**config.mk**
```make
export PLATFORM = sky130hd
export DESIGN_NAME = fpa_back
export DESIGN_NICKNAME = d
export VERILOG_FILES = /design/src/sv/fpa_pkg.sv /design/src/sv/fpa_back.sv
export SDC_FILE = /design/constraint.sdc
export NUM_CORES = 1
export LEC_CHECK = 0
export BUFFER_PORTS_ARGS = -buffer_cell sky130_fd_sc_hd__buf_2
export CORE_ASPECT_RATIO = 0.9
export CORE_MARGIN = 3
export CORE_UTILIZATION = 42
export DETAILED_ROUTE_END_ITERATION = 8
export MAX_ROUTING_LAYER = met4
export PLACE_DENSITY = 0.74
export SETUP_SLACK_MARGIN = 0.3
export SYNTH_ARGS = -nofsm -noshare
export SYNTH_HDL_FRONTEND = slang
export SYNTH_SLANG_ARGS = --single-unit
```
**constraint.sdc**
```tcl
create_clock -name clk_i -period 0.81 [get_ports clk_i]
set_clock_uncertainty 0.1 [all_clocks]
set_input_delay 0.162 -clock clk_i [delete_from_list [all_inputs] [get_ports clk_i]]
set_output_delay 0.162 -clock clk_i [all_outputs]
set_load 0.02 [all_outputs]
```
**src/sv/fpa_pkg.sv**
```systemverilog
package fpa_pkg;

  localparam int unsigned FRAC_BITS_DEF = 8;
  localparam int unsigned WORD_BITS_DEF = 32;

  typedef enum logic [3:0] {
    KIND_ADD      = 4'd0,
    KIND_SUB      = 4'd1,
    KIND_MUL      = 4'd2,
    KIND_DIV      = 4'd3,
    KIND_GT       = 4'd4,
    KIND_LT       = 4'd5,
    KIND_GE       = 4'd6,
    KIND_LE       = 4'd7,
    KIND_EQ       = 4'd8,
    KIND_NE       = 4'd9,
    KIND_MIN      = 4'd10,
    KIND_MAX      = 4'd11,
    KIND_INC      = 4'd12,
    KIND_DEC      = 4'd13,
    KIND_TO_INT   = 4'd14,
    KIND_FROM_INT = 4'd15
  } kind_e;

  localparam logic [1:0] ST_OK   = 2'd0;
  localparam logic [1:0] ST_OVF  = 2'd1;
  localparam logic [1:0] ST_DIVZ = 2'd2;

  typedef struct packed {
    kind_e      kind;
    logic       neg;
    logic       cmp;
    logic [1:0] st;
  } ctl_t;

endpackage

```
**src/sv/fpa_back.sv**
```systemverilog
module fpa_back import fpa_pkg::*; #(
  parameter int unsigned WORD_BITS = WORD_BITS_DEF,
  parameter int unsigned FRAC_BITS = FRAC_BITS_DEF
) (
  input  logic                              clk_i,
  input  logic                              rst_ni,
  input  logic                              en_i,
  input  logic                              v_i,
  input  ctl_t                              ctl_i,
  input  logic [WORD_BITS-1:0]              res_i,
  input  logic [WORD_BITS-1:0]              mb_i,
  input  logic [WORD_BITS-1:0]              rem_i,
  input  logic [WORD_BITS+FRAC_BITS-1:0]    numq_i,
  output logic                              v_o,
  output logic [WORD_BITS-1:0]              res_o,
  output logic                              cmp_o,
  output logic [1:0]                        st_o
);

  localparam int unsigned W = WORD_BITS;
  localparam int unsigned Q = WORD_BITS + FRAC_BITS;
  localparam logic [Q:0]    POSLIM = (Q+1)'(1) << (W - 1);
  localparam logic [W-1:0]  WMAX = {1'b0, {(W-1){1'b1}}};
  localparam logic [W-1:0]  WMIN = {1'b1, {(W-1){1'b0}}};

  logic         v_q, cmp_q, up;
  logic [1:0]   st_d, st_q;
  logic [W-1:0] res_d, res_q, ql;
  logic [Q:0]   qr;

  // round half up on the remainder, then flag division by zero or saturate
  always_comb begin
    up    = {rem_i, 1'b0} >= {1'b0, mb_i};
    qr    = (Q+1)'(numq_i) + (Q+1)'(up);
    ql    = qr[W-1:0];
    res_d = res_i;
    st_d  = ctl_i.st;
    if (ctl_i.kind == KIND_DIV) begin
      if (mb_i == '0) begin
        res_d = '0;
        st_d  = ST_DIVZ;
      end else if (!ctl_i.neg && qr >= POSLIM) begin
        res_d = WMAX;
        st_d  = ST_OVF;
      end else if (ctl_i.neg && qr > POSLIM) begin
        res_d = WMIN;
        st_d  = ST_OVF;
      end else begin
        res_d = ctl_i.neg ? -ql : ql;
      end
    end
  end

  always_ff @(posedge clk_i or negedge rst_ni) begin
    if (!rst_ni) begin
      v_q <= 1'b0;
    end else if (en_i) begin
      v_q <= v_i;
    end
  end

  always_ff @(posedge clk_i) begin
    if (en_i) begin
      res_q <= res_d;
      cmp_q <= ctl_i.cmp;
      st_q  <= st_d;
    end
  end

  assign v_o   = v_q;
  assign res_o = res_q;
  assign cmp_o = cmp_q;
  assign st_o  = st_q;

endmodule

```
==> results of run 1 <==
-- repair_timing --
item / 4_1_cts / 5_1_grt
pin swaps: 29 / 39
gates cloned: 6 / 1
buffers inserted: 17 / 4
hold endpoints to repair: 2 / 1
endpoints found under the setup margin: 105 / 96
gates resized for setup: 88 / 73
-- metal layers --
metal / wire length (um) / GRT usage / share of wire / vias to the layer above
met2: 9291 / 0.5171 / 0.51 / 248
met1: 7114 / 0.3092 / 0.39 / 2628
met4: 655 / 0.1005 / 0.036 / 0
li1: - / - / - / 2665
met5: 0 / - / 0 / -
met3: 1056 / 0.03490 / 0.058 / 59
-- power breakdown --
group          switching, mW  total [mW]  internal, mW  leakage (nW)
Combinational           1.53        3.25          1.72          3.16
Sequential            0.0880        2.33          2.24         0.353
Clock                  0.705        1.85          1.15        0.0681
Total                   2.33        7.44          5.11          3.58
-- logic make-up after synthesis --
| kind of cell | count (synthesis) |
|---|---|
| simple gates | 191 |
| compound gates | 117 |
| buf+inv | 71 |
| xor+xnor | 64 |
| flops | 36 |
| fa+ha+maj | 34 |
| mux | 2 |
-- critical path: stages --
cell       delay [ps]
buf_6             100
ha_4              230
a21o_1            180
a21oi_2           170
nor2b_1            60
o21ai_1           150
nand2b_1           90
a21oi_1           150
o21ai_1           100
a2111oi_2         300
buf_4             170
nand2_4            60
ha_4              170
ha_4              170
buf_6             120
buf_6             120
nor4b_4           270
a31oi_1            90
o21bai_4          200
nor2_4            140
nor4b_4           250
nand3_2           160
o211a_1           290
a211oi_4          250
buf_6             190
buf_16            140
a221o_1           180
-- metrics by stage --
step	TNS (ps)	hold WS (ps)	instance area [um^2]	utilization
3_5_place_dp	-141770	-158.9	6724	0.6755
2_1_floorplan	-121360	-233.6	4622	-
5_1_grt	-143460	-29.37	7828	0.7863
6_report	-136990	-24.32	7828	0.7863
3_3_place_gp	-137500	-162.8	6724	0.6755
4_1_cts	-132060	-26.43	7476	0.7510
-- layout by cell type (no fill, tap or decap), types with 6 or more instances in the layout --
| cell | n |
|---|---|
| buf_4 | 155 |
| xor2_1 | 19 |
| nor4_1 | 12 |
| o21ai_0 | 8 |
| clkbuf_16 | 6 |
| a31oi_1 | 6 |
| edfxtp_1 | 35 |
| buf_16 | 6 |
| inv_1 | 38 |
| nand3_1 | 20 |
| nand4_1 | 25 |
| and4_1 | 6 |
| buf_12 | 8 |
| buf_2 | 148 |
| o21a_1 | 7 |
| o21ai_1 | 8 |
| ha_1 | 29 |
| buf_6 | 45 |
| a21oi_1 | 6 |
| xnor2_1 | 41 |
| a21o_1 | 7 |
| nand2_1 | 36 |
| nor2_1 | 14 |
| and3_1 | 11 |
| nor3_1 | 6 |
| a221o_1 | 31 |
-- area by class of cell --
cell class	count	area share
Timing Repair Buffer	366	0.3579
Antenna cell	2	0.0006394
Clock buffer	7	0.01694
Inverter	42	0.02238
Multi-Input combinational cell	408	0.4433
Clock inverter	1	0.001119
Sequential cell	36	0.1376
Tap cell	126	0.02014
-- final timing paths --
kind,cells after the start,startpoint,slack [ps],end
worst max-delay path,27,rem_i[17],-3820,res_o[21]
min in group asynchronous,2,rst_ni,110,v_o
max in group asynchronous,2,rst_ni,410,v_o
worst min-delay path,1,ctl_i[2],-20,cmp_o
worst min register to register,1,v_o,460,v_o
worst max register to register,1,v_o,-100,v_o
-- registers in the layout (all words and copies together), names as in the netlist --
register / count
v_o: 1
st_o: 2
res_o: 32
cmp_o: 1
==> results.json, run 1 <==
{
  "status": "finished with violations",
  "violations": "negative hold slack, negative setup slack",
  "grt_pass1_wl_um": 25590,
  "peakVddDrop_v": 0.0008390,
  "synth_edf_count": 35,
  "gp_congestion": 0.9121,
  "synth_nets": 697,
  "layout.cells.non_filler": 988,
  "grt-ovfl-total": 0,
  "synthXorXnorAreaFrac": 0.1269,
  "dp_hpwl_um": 12940,
  "synth_top_family_by_area": "simple AND/OR/NAND/NOR gates",
  "portBuffers": 183,
  "die_w_um": 114.1,
  "drive_gt1_frac": 0.5174,
  "avgSynthCellArea_um2": 8.576,
  "p_leak_nw": 3.580,
  "worstPathArrival_ps": 4670,
  "max_slew_margin": 0.6357,
  "synth_compound_area_frac": 0.2076,
  "core_um2": 9955,
  "htreeDepth": 2,
  "synth_mux_area_frac": 0.004816,
  "yosysMostFrequentCell": "xnor2_1",
  "min_period_over_period": 5.720,
  "synth_flop_cell": "edfxtp_1",
  "cts_tree": "built",
  "antenna_found_initial": 2,
  "synthAdderAreaFrac": 0.09632,
  "rows": 34,
  "firstDrtPassIters": 5,
  "synth_cells": 515,
  "tightest_slew_ps": 542.5,
  "wl_per_cell_um": 18.34,
  "grt_pass1_vias": 5397,
  "fin_hold_ws_ps": -24.32,
  "place_ws_ps": -4151,
  "slew_violations": 0,
  "path_class": "in2reg",
  "clock-root-buffer": "clkbuf_16",
  "report.power.total_mw": 7.436,
  "synth-simple-area-share": 0.2516,
  "grtUsageTotal": 0.2788,
  "wirelength_um": 18120,
  "area_delta_synth_final_pct": 77.22,
  "synth-seq-area-share": 0.2436,
  "cp-start-kind": "input port",
  "power_density_nw_per_um2": 949.9,
  "detail-route-antenna-nets": 0,
  "dieHeight_um": 103.3,
  "worstPathRequired_ps": 840,
  "fin_nets": 1041,
  "end_kind": "register",
  "clock_path_buffers": 2,
  "vias": 5600,
  "cts_hold_buf": 1,
  "fmax_mhz": 215.8,
  "synth_seq_cells": 36,
  "drt_iter0_markers": 259,
  "hold_path_class": "in2reg",
  "yosysWarnings": 0,
  "initial_core_util": 0.4437,
  "synthTopCellsByCount": "xnor2_1 (43), inv_1 (41), nand2_1 (37)",
  "clk_pin_slew_worst_paths_ps": 60,
  "viasPerCell": 5.668,
  "maxCapViolCount": 0,
  "async_reset_ff_frac": 0.02778,
  "fillers": 647,
  "yosys-top-cells-area": "edfxtp_1 (24%), ha_1 (9.6%), xnor2_1 (8.5%), a221o_1 (7.0%), xor2_1 (4.2%)",
  "seq_area_um2": 1077,
  "synth.distinct_cells": 65,
  "dp_cells": 949,
  "clock_sinks": 36,
  "yosys.area.top_type": "edfxtp_1",
  "grt_max_degree": 34,
  "cp_max_fo": 11,
  "die_area_um2": 11780,
  "rsz0062_at_grt": "yes",
  "drc": 0,
  "setup_viol": 71,
  "clock_latency_ps": 280,
  "period_minus_slack_ps": 4633,
  "setup_ws_ps": -3823,
  "mappedNetlistArea_um2": 4417,
  "hold_viol": 1,
  "cts_buffers": 5,
  "pin_count": 184,
  "netlist.area_leader.share": 0.2380,
  "multi_input_area_um2": 3470
}
Note: power is estimated with default switching activity, not from simulation.
==> run 2, diff against run 1 <==
- MAX_ROUTING_LAYER: met4 -> unset
- PLACE_DENSITY: 0.74 -> unset
- PLACE_DENSITY_LB_ADDON: unset -> 0.3
==> run 2 against run 1 <==
The flow still finishes with violations (negative hold slack, negative setup slack). Fmax fell by 1.6%. Die area unchanged. Via count increased by 5.7%. Core utilization increased by 0.48 points. Worst hold slack lost 6.1 ps. Sequential share of layout area decreased by 0.083 points. Critical path depth increased by 1. Critical path type unchanged. Largest power group unchanged. Highest routed layer unchanged.
==> results.json, run 2 (synthesized netlist as in run 1, its figures left out) <==
{
  "dp_cells": 950,
  "tightest_slew_ps": 513.0,
  "status": "finished with violations",
  "gp_congestion": 0.9063,
  "initial_core_util": 0.4437,
  "mostFrequentLayoutCells": "buf_4 (160), buf_2 (149), buf_6 (47)",
  "multi_input_area_um2": 3588,
  "firstDrtPassIters": 5,
  "antenna_found_initial": 1,
  "max_slew_margin": 0.6556,
  "dpl-instance-area_um2": 6731,
  "cp_max_fo": 8,
  "clock_sinks": 36,
  "fillers": 623,
  "path_class": "in2reg",
  "grt_pass1_wl_um": 26510,
  "die_area_um2": 11780,
  "drt_iter0_markers": 534,
  "wirelength_um": 19570,
  "vias": 5920,
  "rows": 34,
  "grt_use_met1": 0.3119,
  "worstPathArrival_ps": 4750,
  "grtUsageMet2": 0.5392,
  "drc": 0,
  "grt.met3_usage": 0.02618,
  "dieHeight_um": 103.3,
  "detail-route-antenna-nets": 0,
  "grt_max_degree": 34,
  "cp-start-kind": "input port",
  "cts_hold_buf": 1,
  "maxCapViolCount": 0,
  "area_delta_synth_final_pct": 78.30,
  "drive_gt1_frac": 0.5365,
  "tns_ps": -140420,
  "clock-root-buffer": "clkbuf_16",
  "min_period_over_period": 5.814,
  "period_minus_slack_ps": 4709,
  "dp_hpwl_um": 12940,
  "htreeDepth": 2,
  "cts_tree": "built",
  "viasPerCell": 5.974,
  "grt-ovfl-total": 0,
  "clock_latency_ps": 270,
  "grtUsageTotal": 0.2789,
  "largest_register_ff_count": 32,
  "fin_nets": 1044,
  "worstPathRequired_ps": 850,
  "cts_buffers": 5,
  "seq_area_um2": 1077,
  "die_w_um": 114.1,
  "setup_viol": 71,
  "clock_path_buffers": 2,
  "violations": "negative hold slack, negative setup slack",
  "hold_viol": 1,
  "layout.cells.non_filler": 991,
  "hold_path_class": "in2reg",
  "grt_pass1_vias": 5605,
  "portBuffers": 183,
  "core_um2": 9955,
  "power_density_nw_per_um2": 946.6,
  "clk_pin_slew_worst_paths_ps": 50,
  "peakVddDrop_v": 0.0009138,
  "fmax_mhz": 212.4,
  "p_leak_nw": 3.564,
  "wl_per_cell_um": 19.75,
  "place_ws_ps": -4700,
  "fin_hold_ws_ps": -30.41,
  "end_kind": "register",
  "layout.cells.most_common": "buf_4",
  "rsz0062_at_grt": "yes",
  "pin_count": 184,
  "slew_violations": 0,
  "setup_ws_ps": -3899,
  "gr-max-usage-layer": "met2",
  "fin_area_um2": 7875
}
run 2: layout make-up:
| type | count | area share |
|---|---|---|
| Sequential cell | 36 | 0.1368 |
| Antenna cell | 2 | 0.0006355 |
| Tap cell | 126 | 0.02002 |
| Clock inverter | 1 | 0.0006355 |
| Timing Repair Buffer | 368 | 0.3468 |
| Clock buffer | 7 | 0.01684 |
| Multi-Input combinational cell | 409 | 0.4557 |
| Inverter | 42 | 0.02256 |
run 2: critical path, cell delays in order:
cell and delay, ps:
buf_8 80, clkinv_4 40, ha_4 250, a21o_1 120, a21oi_2 50, nor2b_1 140, o21ai_1 80, nand2b_1 120
a21oi_2 80, o21ai_2 150, a2111oi_2 80, buf_4 150, nand2_4 80, ha_4 150, ha_4 150, buf_6 130
nand4_1 130, or4_4 560, buf_4 170, o21ai_0 310, o211ai_1 220, a21oi_4 190, nand3_2 150, o211a_4 300
buf_6 130, a211oi_4 260, buf_6 180, a221o_1 150
run 2: path summary, 6_finish.rpt:
kind	start	to	slack (ps)	depth (start not counted)
worst max register to register	v_o	v_o	-80	1
min in group asynchronous	rst_ni	v_o	80	2
worst max-delay path	mb_i[18]	res_o[11]	-3900	28
worst min-delay path	ctl_i[2]	cmp_o	-30	1
worst min register to register	v_o	v_o	450	1
max in group asynchronous	rst_ni	v_o	430	2
run 2: repair_timing:
item	CTS	global route
pin swaps	31	48
setup buffers	18	7
gates cloned	5	0
hold endpoints to repair	2	1
gates resized for setup	95	79
endpoints found under the setup margin	106	100
run 2: where the power goes:
group / switching, mW / internal, mW / total, mW
clock network: 0.678 / 1.14 / 1.81
logic: 1.61 / 1.71 / 3.32
registers: 0.0790 / 2.24 / 2.32
total: 2.37 / 5.08 / 7.45
run 2: per-layer routing:
layer / wire [um] / vias to the layer above
met5: 0 / -
met4: 1055 / 0
met3: 1597 / 108
met2: 10040 / 409
met1: 6875 / 2733
li1: - / 2670
run 2: metrics by stage:
stage | power (mW) | utilization
final | 7.455 | 0.7911
after global routing | 7.766 | 0.7911
after CTS | 7.111 | 0.7521
after detailed placement | 5.004 | 0.6762
after global placement | 4.903 | 0.6762
after floorplan | 3.626 | -
==> run 3, diff against run 2 <==
- CORE_ASPECT_RATIO: 0.9 -> unset
==> run 3 against run 2 <==
The flow still finishes with violations (negative hold slack, negative setup slack). Sequential power about the same. Global-route usage down 1.0 points. Count of clock-buffer cells in the layout down 2. Wire length down 12%. Sequential cell count unchanged. Largest power group unchanged.
==> results.json, run 3 (synthesized netlist as in run 1, its figures left out) <==
{
  "status": "finished with violations",
  "violations": "negative hold slack, negative setup slack",
  "path_class": "in2reg",
  "peakVddDrop_v": 0.0006352,
  "fin_nets": 1046,
  "vias": 5596,
  "slew_violations": 0,
  "gp_congestion": 0.8564,
  "max_slew_margin": 0.6711,
  "rsz0062_at_grt": "yes",
  "cts_hold_buf": 1,
  "die_area_um2": 11780,
  "fmax_mhz": 227.0,
  "fin_area_um2": 7654,
  "core_um2": 10000,
  "dieHeight_um": 108.5,
  "area_delta_synth_final_pct": 73.29,
  "end_kind": "register",
  "portBuffers": 183,
  "die_w_um": 108.5,
  "p_int_mw": 4.486,
  "pwr-share-clk": 0.193,
  "clock_latency_ps": 300,
  "wirelength_um": 17190,
  "clk_pin_slew_worst_paths_ps": 80,
  "grt_pass1_wl_um": 25520,
  "hold_path_class": "in2reg",
  "wl_per_cell_um": 17.19,
  "dpl-instance-area_um2": 6790,
  "power_density_nw_per_um2": 880.5,
  "dp_hpwl_um": 12760,
  "p_leak_nw": 3.544,
  "grt_max_degree": 34,
  "rows": 36,
  "grt_pass1_vias": 5560,
  "initial_core_util": 0.4417,
  "min_period_over_period": 5.440,
  "firstDrtPassIters": 5,
  "largest_register_ff_count": 32,
  "viasPerCell": 5.596,
  "cts_buffers": 5,
  "setup_ws_ps": -3596,
  "combPwrFrac": 0.464,
  "tightest_slew_ps": 491.0,
  "drt_iter0_markers": 280,
  "grtUsageTotal": 0.2685,
  "cp_max_fo": 7,
  "maxCapViolCount": 0,
  "drc": 0,
  "drive_gt1_frac": 0.5145,
  "antenna_found_initial": 1,
  "setup_viol": 71,
  "htreeDepth": 2,
  "clock_path_buffers": 2,
  "hold_viol": 2,
  "clock_sinks": 36,
  "fin_hold_ws_ps": -62.66,
  "switching_power_mw": 2.253,
  "period_minus_slack_ps": 4406,
  "place_ws_ps": -4172,
  "mostFrequentLayoutCells": "buf_4 (169), buf_2 (151), xnor2_1 (41)",
  "worstPathArrival_ps": 4480,
  "cts_tree": "built",
  "detail-route-antenna-nets": 0,
  "layout.cells.most_common": "buf_4",
  "cp-start-kind": "input port",
  "rrSetupSlack_ps": -70,
  "grt-ovfl-total": 0,
  "worstPathRequired_ps": 890,
  "clock-root-buffer": "clkbuf_8",
  "p_seq_frac": 0.343,
  "final_core_util": 0.7654,
  "switching_share": 0.3344,
  "pin_count": 184
}
-- run 3: per-layer routing --
layer  up-vias  part of all wire  GRT usage
met2       267              0.52     0.5106
met5         -                 0          0
met1      2581              0.37     0.2824
met4         0             0.049     0.1461
li1       2674                 -          -
met3        74             0.068    0.03522
-- run 3: power groups by stage --
stage	sequential [mW]	clock [mW]	combinational [mW]
after global routing	2.33	1.36	3.37
after floorplan	2.54	0	1.09
after detailed placement	2.32	0	2.70
after CTS	2.29	1.28	2.95
after global placement	2.31	0	2.62
final	2.31	1.30	3.13
-- run 3: repair_timing --
action                                  4_1_cts  5_1_grt
pin swaps                                    34       30
buffers inserted                             15        6
endpoints found under the setup margin      103       77
endpoints found under the hold margin         3        2
resized for setup                            79       48
gates cloned                                  5        1
-- run 3: through the flow --
stage | TNS (ps) | total power, mW | std cells
final | -131650 | 6.739 | 1000
after global routing | -139230 | 7.069 | 999
after CTS | -133980 | 6.519 | 991
after detailed placement | -142440 | 5.019 | 962
after global placement | -139900 | 4.931 | 962
after floorplan | -121360 | 3.626 | 515
-- run 3: worst max-delay path, stage by stage --
cell	delay (ps)
buf_2	90
inv_1	50
ha_1	310
a21oi_1	140
nor2b_1	60
o21ai_1	140
nand2b_1	70
a21oi_1	130
o21ai_1	90
a2111oi_2	300
buf_4	180
nand2_4	60
ha_4	170
ha_4	170
buf_6	110
nand4_1	120
buf_6	140
o31ai_4	50
a2111oi_2	350
buf_4	170
o211ai_1	140
a21oi_4	160
nand3_2	120
o211a_1	280
a211oi_4	220
buf_6	170
clkbuf_16	150
a221o_1	150
-- run 3: final cells by class --
class | instances | area, um^2
multi-input cells | 408 | 3393
repair buffers | 371 | 2749
fillers | 676 | 2346
flip-flops and latches | 36 | 1077
inverters | 42 | 175.2
well taps | 133 | 166.4
clock buffers | 5 | 68.82
clock inverters | 3 | 18.77
diodes | 2 | 5.005
-- run 3: path summary, 6_finish.rpt --
check | cells past startpoint | to | startpoint
max in group asynchronous | 2 | v_o | rst_ni
min reg2reg | 1 | v_o | v_o
max | 28 | res_o[22] | mb_i[19]
max reg2reg | 1 | v_o | v_o
min | 1 | cmp_o | ctl_i[2]
min in group asynchronous | 2 | v_o | rst_ni
